`config.mk`:
```
export PLATFORM = sky130hd
export DESIGN_NAME = timed_signal_with_ranging_capture_unit
export DESIGN_NICKNAME = d
export VERILOG_FILES = /design/src/sv/tsrc_pkg.sv /design/src/sv/timed_signal_with_ranging_capture_unit.sv /design/src/sv/tsrc_ranger.sv /design/src/sv/tsrc_out_buf.sv
export SDC_FILE = /design/constraint.sdc
export NUM_CORES = 1
export LEC_CHECK = 0
export ABC_AREA = 1
export BUFFER_PORTS_ARGS = -buffer_cell sky130_fd_sc_hd__buf_2
export CAP_MARGIN = 0
export CORE_ASPECT_RATIO = 1.4
export CORE_MARGIN = 8
export CORE_UTILIZATION = 60
export DETAILED_ROUTE_END_ITERATION = 12
export GPL_TIMING_DRIVEN = 0
export HOLD_SLACK_MARGIN = 0.06
export PLACE_DENSITY = 0.83
export SKIP_LAST_GASP = 1
export SLEW_MARGIN = 10
export SYNTH_ARGS = -nofsm -noshare
export SYNTH_HDL_FRONTEND = slang
export SYNTH_SLANG_ARGS = --single-unit
```
`constraint.sdc`:
```
create_clock -name clk -period 16.6 [get_ports clk]
set_clock_uncertainty 0.15 [all_clocks]
set_input_delay 0 -clock clk [delete_from_list [all_inputs] [get_ports clk]]
set_output_delay 0 -clock clk [all_outputs]
set_load 0.02 [all_outputs]
```
`src/sv/tsrc_pkg.sv`:
```
// shared types and constants for the timed signal with ranging capture unit
// no dependencies

package tsrc_pkg;

	localparam int DIST_BITS = 9;
	localparam logic [DIST_BITS-1:0] DIST_MAX = 9'd511;

	localparam int CFG_INDEX_BITS = 3;
	localparam int CFG_DATA_BITS = 32;
	localparam int PULSE_BITS = 10;
	localparam int SCALE_BITS = 16;

	localparam logic [CFG_INDEX_BITS-1:0] REG_RED_TICKS = 3'd0;
	localparam logic [CFG_INDEX_BITS-1:0] REG_GREEN_TICKS = 3'd1;
	localparam logic [CFG_INDEX_BITS-1:0] REG_YELLOW_TICKS = 3'd2;
	localparam logic [CFG_INDEX_BITS-1:0] REG_PULSE_TICKS = 3'd3;
	localparam logic [CFG_INDEX_BITS-1:0] REG_NEAR_LIMIT_CM = 3'd4;
	localparam logic [CFG_INDEX_BITS-1:0] REG_CM_PER_TICK_Q16 = 3'd5;

	localparam int IN_DATA_BITS = 8;
	localparam int OUT_DATA_BITS = 16;

	// result of one ranging step
	typedef struct packed {
		logic                 trigger_drive;
		logic                 capture_pulse;
		logic                 distance_valid;
		logic [DIST_BITS-1:0] distance_cm;
	} rng_result_t;

endpackage

```
`src/sv/timed_signal_with_ranging_capture_unit.sv`:
```
// top level: phase timer for the red/green/yellow signal, config registers,
// ranging sequencer and output buffer; depends on tsrc_pkg, tsrc_ranger, tsrc_out_buf

// Usage
// Each word on the s_axis channel is one timebase tick; tdata bit 0 carries the
// sampled echo level. Each accepted tick yields exactly one word on m_axis with
// the lamp drives, trigger drive, capture pulse and the latest distance.
// The result word enters the output register, or the skid entry if that is full.
// Throughput: one tick per cycle while the buffer has room (one 16x16 scale multiply
// per tick). Config registers are written through cfg_wr_en/cfg_index/cfg_data while
// idle; the user must keep to this, as the block itself does not enforce it. Reset
// puts the signal in red with zero elapsed ticks, the sequencer in its trigger step,
// the last distance at zero and the registers at their defaults. When the receiver
// stalls, a second word is held in a skid entry; after that s_axis_tready stays low
// until m_axis takes a word, and no tick state advances.

module timed_signal_with_ranging_capture_unit import tsrc_pkg::*; #(
	parameter int ECHO_COUNT_BITS = 16
) (
	input  logic                      clk,
	input  logic                      arst_n,
	input  logic                      s_axis_tvalid,
	output logic                      s_axis_tready,
	input  logic [IN_DATA_BITS-1:0]   s_axis_tdata,  // [0] echo_level
	output logic                      m_axis_tvalid,
	input  logic                      m_axis_tready,
	// [0] red_on, [1] yellow_on, [2] green_on, [3] trigger_drive,
	// [4] capture_pulse, [13:5] distance_cm, [14] distance_valid
	output logic [OUT_DATA_BITS-1:0]  m_axis_tdata,
	input  logic                      cfg_wr_en,
	input  logic [CFG_INDEX_BITS-1:0] cfg_index,
	input  logic [CFG_DATA_BITS-1:0]  cfg_data
);

	typedef enum logic [1:0] {
		PH_RED,
		PH_GREEN,
		PH_YELLOW
	} phase_t;

	logic [31:0]           red_ticks_q, green_ticks_q, yellow_ticks_q;
	logic [PULSE_BITS-1:0] pulse_ticks_q;
	logic [DIST_BITS-1:0]  near_limit_q;
	logic [SCALE_BITS-1:0] scale_q;

	phase_t      phase_q;
	logic [31:0] elapsed_q;
	logic [31:0] phase_len;
	logic        phase_end, accept, red, leave_red;
	rng_result_t rng;
	logic [OUT_DATA_BITS-1:0] word;

	assign accept    = s_axis_tvalid && s_axis_tready;
	assign red       = (phase_q != PH_GREEN) && (phase_q != PH_YELLOW);
	assign phase_end = ({1'b0, elapsed_q} + 33'd1) >= {1'b0, phase_len};
	assign leave_red = red && phase_end;

	always_comb begin
		case (phase_q)
			PH_GREEN:  phase_len = green_ticks_q;
			PH_YELLOW: phase_len = yellow_ticks_q;
			default:   phase_len = red_ticks_q;
		endcase
	end

	always_ff @(posedge clk or negedge arst_n) begin
		if (!arst_n) begin
			red_ticks_q    <= 32'd10000000;
			green_ticks_q  <= 32'd10000000;
			yellow_ticks_q <= 32'd3000000;
			pulse_ticks_q  <= 10'd10;
			near_limit_q   <= 9'd38;
			scale_q        <= 16'd1124;
		end else if (cfg_wr_en) begin
			case (cfg_index)
				REG_RED_TICKS:       red_ticks_q <= cfg_data;
				REG_GREEN_TICKS:     green_ticks_q <= cfg_data;
				REG_YELLOW_TICKS:    yellow_ticks_q <= cfg_data;
				REG_PULSE_TICKS:     pulse_ticks_q <= cfg_data[PULSE_BITS-1:0];
				REG_NEAR_LIMIT_CM:   near_limit_q <= cfg_data[DIST_BITS-1:0];
				REG_CM_PER_TICK_Q16: scale_q <= cfg_data[SCALE_BITS-1:0];
				default: ;
			endcase
		end
	end

	always_ff @(posedge clk or negedge arst_n) begin
		if (!arst_n) begin
			phase_q <= PH_RED;
			elapsed_q <= '0;
		end else if (accept) begin
			if (phase_end) begin
				elapsed_q <= '0;
				case (phase_q)
					PH_GREEN:  phase_q <= PH_YELLOW;
					PH_YELLOW: phase_q <= PH_RED;
					default:   phase_q <= PH_GREEN;
				endcase
			end else begin
				elapsed_q <= elapsed_q + 32'd1;
			end
		end
	end

	tsrc_ranger #(
		.ECHO_COUNT_BITS(ECHO_COUNT_BITS)
	) u_ranger (
		.clk            (clk),
		.arst_n         (arst_n),
		.step_en        (accept),
		.red            (red),
		.leave_red      (leave_red),
		.echo_level     (s_axis_tdata[0]),
		.pulse_ticks    (pulse_ticks_q),
		.near_limit_cm  (near_limit_q),
		.cm_per_tick_q16(scale_q),
		.result         (rng)
	);

	assign word = {1'b0, rng.distance_valid, rng.distance_cm, rng.capture_pulse,
		rng.trigger_drive, (phase_q == PH_GREEN), (phase_q == PH_YELLOW), red};

	tsrc_out_buf #(
		.WIDTH(OUT_DATA_BITS)
	) u_out_buf (
		.clk      (clk),
		.arst_n   (arst_n),
		.in_valid (s_axis_tvalid),
		.in_ready (s_axis_tready),
		.in_data  (word),
		.out_valid(m_axis_tvalid),
		.out_ready(m_axis_tready),
		.out_data (m_axis_tdata)
	);

endmodule

```
`src/sv/tsrc_ranger.sv`:
```
// ultrasonic ranging sequencer: trigger pulse, echo wait, echo count, cm conversion
// depends on tsrc_pkg

module tsrc_ranger import tsrc_pkg::*; #(
	parameter int ECHO_COUNT_BITS = 16
) (
	input  logic                  clk,
	input  logic                  arst_n,
	input  logic                  step_en,
	input  logic                  red,
	input  logic                  leave_red,
	input  logic                  echo_level,
	input  logic [PULSE_BITS-1:0] pulse_ticks,
	input  logic [DIST_BITS-1:0]  near_limit_cm,
	input  logic [SCALE_BITS-1:0] cm_per_tick_q16,
	output rng_result_t           result
);

	typedef enum logic [1:0] {
		ST_TRIGGER,
		ST_WAIT,
		ST_COUNT
	} rng_state_t;

	localparam logic [ECHO_COUNT_BITS-1:0] CMAX = '1;

	rng_state_t                 state_q, state_d;
	logic [ECHO_COUNT_BITS-1:0] count_q, count_d, count_inc;
	logic [DIST_BITS-1:0]       last_dist_q, last_dist_d;

	logic [ECHO_COUNT_BITS+SCALE_BITS-1:0] prod;
	logic [ECHO_COUNT_BITS-1:0]            cm_raw;
	logic [31:0]                           cm_wide;
	logic [DIST_BITS-1:0]                  cm_sat;

	assign count_inc = (count_q < CMAX) ? count_q + 1'b1 : count_q;

	// floor(count * scale / 65536), saturated
	assign prod    = (ECHO_COUNT_BITS+SCALE_BITS)'(count_q) * (ECHO_COUNT_BITS+SCALE_BITS)'(cm_per_tick_q16);
	assign cm_raw  = prod[ECHO_COUNT_BITS+SCALE_BITS-1:SCALE_BITS];
	assign cm_wide = 32'(cm_raw);
	assign cm_sat  = (cm_wide > 32'(DIST_MAX)) ? DIST_MAX : cm_wide[DIST_BITS-1:0];

	always_comb begin
		state_d = state_q;
		count_d = count_q;
		last_dist_d = last_dist_q;
		result.trigger_drive = 1'b0;
		result.capture_pulse = 1'b0;
		result.distance_valid = 1'b0;
		if (red) begin
			case (state_q)
				ST_TRIGGER: begin
					result.trigger_drive = 1'b1;
					count_d = count_inc;
					if (32'(count_inc) >= 32'(pulse_ticks) || count_inc == CMAX) begin
						state_d = ST_WAIT;
						count_d = '0;
					end
				end
				ST_WAIT: begin
					if (echo_level) begin
						state_d = ST_COUNT;
						count_d = ECHO_COUNT_BITS'(1);
					end
				end
				ST_COUNT: begin
					if (echo_level) begin
						count_d = count_inc;
					end else begin
						last_dist_d = cm_sat;
						result.distance_valid = 1'b1;
						result.capture_pulse = (cm_sat < near_limit_cm);
						state_d = ST_TRIGGER;
						count_d = '0;
					end
				end
				default: begin
					state_d = ST_TRIGGER;
					count_d = '0;
				end
			endcase
		end
		// a reading in progress is dropped when red ends
		if (leave_red) begin
			state_d = ST_TRIGGER;
			count_d = '0;
		end
		result.distance_cm = last_dist_d;
	end

	always_ff @(posedge clk or negedge arst_n) begin
		if (!arst_n) begin
			state_q <= ST_TRIGGER;
			count_q <= '0;
			last_dist_q <= '0;
		end else if (step_en) begin
			state_q <= state_d;
			count_q <= count_d;
			last_dist_q <= last_dist_d;
		end
	end

endmodule

```
`src/sv/tsrc_out_buf.sv`:
```
// two-entry output buffer: output register plus skid entry
// depends on tsrc_pkg for nothing but house style; generic over width

module tsrc_out_buf import tsrc_pkg::*; #(
	parameter int WIDTH = 16
) (
	input  logic             clk,
	input  logic             arst_n,
	input  logic             in_valid,
	output logic             in_ready,
	input  logic [WIDTH-1:0] in_data,
	output logic             out_valid,
	input  logic             out_ready,
	output logic [WIDTH-1:0] out_data
);

	logic             head_vld_q, skid_vld_q;
	logic [WIDTH-1:0] head_q, skid_q;
	logic             push, pop, head_free;

	assign in_ready  = !skid_vld_q;
	assign out_valid = head_vld_q;
	assign out_data  = head_q;
	assign push      = in_valid && in_ready;
	assign pop       = head_vld_q && out_ready;
	assign head_free = !head_vld_q || pop;

	always_ff @(posedge clk or negedge arst_n) begin
		if (!arst_n) begin
			head_vld_q <= 1'b0;
			skid_vld_q <= 1'b0;
		end else if (head_free) begin
			if (skid_vld_q) begin
				head_vld_q <= 1'b1;
				skid_vld_q <= 1'b0;
			end else begin
				head_vld_q <= push;
			end
		end else if (push) begin
			skid_vld_q <= 1'b1;
		end
	end

	always_ff @(posedge clk) begin
		if (head_free) begin
			head_q <= skid_vld_q ? skid_q : in_data;
		end else if (push) begin
			skid_q <= in_data;
		end
	end

endmodule
```
==> flow_summary.ini <==
[placed_design]
routabilityCongestion = 0.9751
dp.cells = 3209
hpwlAfterDp_um = 47920
io_buffers = 57
place_area_mm2 = 0.02179

[timing]
worst_pin_slew_ps = 906.6
slew_violations = 0
hold_viol = 0
fmax_mhz = 112.6
fin_crit_ps = 8878
setup_viol = 0
maxSlewHeadroom_pct = 38.92
fin_crit_sh_pct = 53.48
setup_tns_ps = 0
hold_ws_ps = 88.00
rsz0062_at_grt = false

[routing]
drt-pass1-iter-count = 6
drc = 0
viasPerCell = 5.678
drt_iter0_drc = 1644
post_drt_wl_per_cell_um = 19.05
wl_um = 62670
via_count = 18680
ant_nets = 0

[logic_synthesis]
netlist_top_cells_area = dfrtp_1, fa_1, nand2_1
netlist_instances = 2695
netlist_area_mm2 = 0.02090
yosysWarnings = 0
synth-seq-cells = 224
synth_edf_count = 30
async_flop_share_pct = 86.61
yosys.area.top_type = dfrtp_1
yosysMostFrequentCell = nand2_1
synth_flop_cell = dfrtp_1
syn-num-nets = 3091
ys_seq_area_share_pct = 27.75
syn_area_per_cell_um2 = 7.754
synthDistinctLibCells = 48
synth_commonest_cells = nand2_1, inv_1, o21ai_0
yosysTopAreaCellShare_pct = 19.04

[final_layout]
stdcell_count = 3290
antenna_cells = 0
fin_nets = 3216
fin_area_mm2 = 0.02289
drive_above_1_share_pct = 6.493
syn_to_final_growth_pct = 9.563

[worst_setup_path]
path_max_fanout = 10
critPathKind = flip-flop to flip-flop
critical_path.slowest_cell = fa_1
critPathRequiredTime_ps = 16830
r2r-start = scale_q[10]$_DFFE_PN1P_
cp-start-kind = flip-flop
cp-end-kind = flip-flop
path_common_cell = nand2_1
critPathTopFamily = adder cells
crit_buf_inv = 7
critPathArrivalTime_ps = 9110
reg2reg_to = u_out_buf.out_data[4]$_DFFE_PN_
rr_worst_depth = 34
ff2ff_setup_slack_ps = 7720
max_stage_delay_ps = 640

[clock_tree]
clk_latency_ps = 530
postCtsSetupBuffers = 0
clock-sinks = 224
cts.clk_slew.worst_paths_ps = 70
cts_tree = done
ctsResizeCount = 0
cts_buffers = 21
hold_buffers = 44
root_buffer = clkbuf_16
cts.path.max_buffers = 3
htreeDepth = 1

[global_route]
grt_pass1_wl_um = 100300
grt_antenna_before_repair = 0
grt_max_degree = 88
gr-usage-all-layers_pct = 30.79
overflow = 0
grt_pass1_vias = 19600

[min_path]
min_to = u_out_buf.skid_vld_q$_DFFE_PN0P_
worstHoldStart = m_axis_tready
hold-path-cell-count = 4
min_path_type = input port to flip-flop

[floorplan]
start_util_pct = 60.29
placementRows = 81
die_h_um = 236.8
die-area_mm2 = 0.04114
io_pins = 66
coreArea_mm2 = 0.03466
die_width_um = 173.7

[pwr]
ir_drop_uv = 122.3
total_power_mw = 2.474
p_leak_nw = 12.71
power.density_mw_per_mm2 = 108.1

[run]
maxCapViolCount = 0

[status]
status = finished, final reports clean
## tightest hold or removal path, cell delays in order
cell,delay [ps]
buf_2,80
inv_1,30
nand2_1,530
nor2_1,80
## cells in the final DEF (no fill, tap or decap), drive strengths merged, types with 24 or more instances in the layout
master and instances:
nand2 778, inv 574, o21ai 215, fa 193, dfrtp 159, ha 155
clkbuf 121, nor2 113, buf 91, nand3 73, a21oi 54, dlygate4sd3 43
xor2 36, dfstp 35, nand4 34, a221o 32, edfxtp 30, nor3 24
## cell families (layout without fill, tap and decap cells)
logic type | Yosys count | in the layout | share of synthesized area, %
flops | 224 | 224 | 27.75
fa+ha+maj | 348 | 348 | 27.77
simple gates | 1041 | 1041 | 20.47
xor+xnor | 46 | 46 | 1.928
other cells | 1 | 1 | 0.01795
compound gates | 340 | 340 | 9.263
buf+inv | 695 | 834 | 12.80
## per-stage QoR
stage,utilization [%],worst slack [ps]
2_1_floorplan,-,9375
3_3_place_gp,62.76,7976
3_5_place_dp,62.87,7872
4_1_cts,66.05,7816
5_1_grt,66.05,7243
6_report,66.05,7722
## cell type report
cell class	count	area (µm²)
buffer	122	523.0
clock buffer	31	583.1
clock inverter	6	61.31
fill	2906	11770
inverter	573	2151
multi-input combinational	1776	12430
sequential	224	5799
tap	456	570.5
timing repair buffer	102	780.7
## where the power goes
group	internal [mW]	switching, mW	total (mW)
combinational	0.402	0.838	1.24
clock	0.261	0.214	0.475
sequential	0.685	0.0736	0.759
total	1.35	1.13	2.47
## layer usage
| layer | track usage (%) | share of wire, % | wire, µm |
|---|---|---|---|
| met4 | 26.62 | 9.7 | 6094 |
| met5 | 0 | 0 | 0 |
| met1 | 32.07 | 34 | 21030 |
| met3 | 4.511 | 6.7 | 4169 |
| met2 | 53.76 | 50 | 31370 |
## flip-flops by register name, indices dropped and copies added (netlist names), 2 cells and up
name,count
elapsed_q,32
green_ticks_q,32
red_ticks_q,32
yellow_ticks_q,32
scale_q,16
u_ranger.count_q,16
u_out_buf.out_data,15
u_out_buf.skid_q,15
pulse_ticks_q,10
near_limit_q,9
u_ranger.last_dist_q,9
phase_q,2
u_ranger.state_q,2
## worst max path at each step
stage	slack [ps]	depth (start not counted)	end	start
after floorplan	9380	33	u_out_buf.skid_q[4]$_DFFE_PP_	scale_q[10]$_DFFE_PN1P_
after global placement	7980	35	u_out_buf.out_data[4]$_DFFE_PN_	u_ranger.count_q[10]$_DFFE_PN0P_
after detailed placement	7870	34	u_out_buf.out_data[4]$_DFFE_PN_	scale_q[10]$_DFFE_PN1P_
after CTS	7820	34	u_out_buf.out_data[4]$_DFFE_PN_	scale_q[10]$_DFFE_PN1P_
after global routing	7240	34	u_out_buf.skid_q[4]$_DFFE_PP_	scale_q[10]$_DFFE_PN1P_
final	7720	34	u_out_buf.out_data[4]$_DFFE_PN_	scale_q[10]$_DFFE_PN1P_
Power figures use the tool's default switching activity.
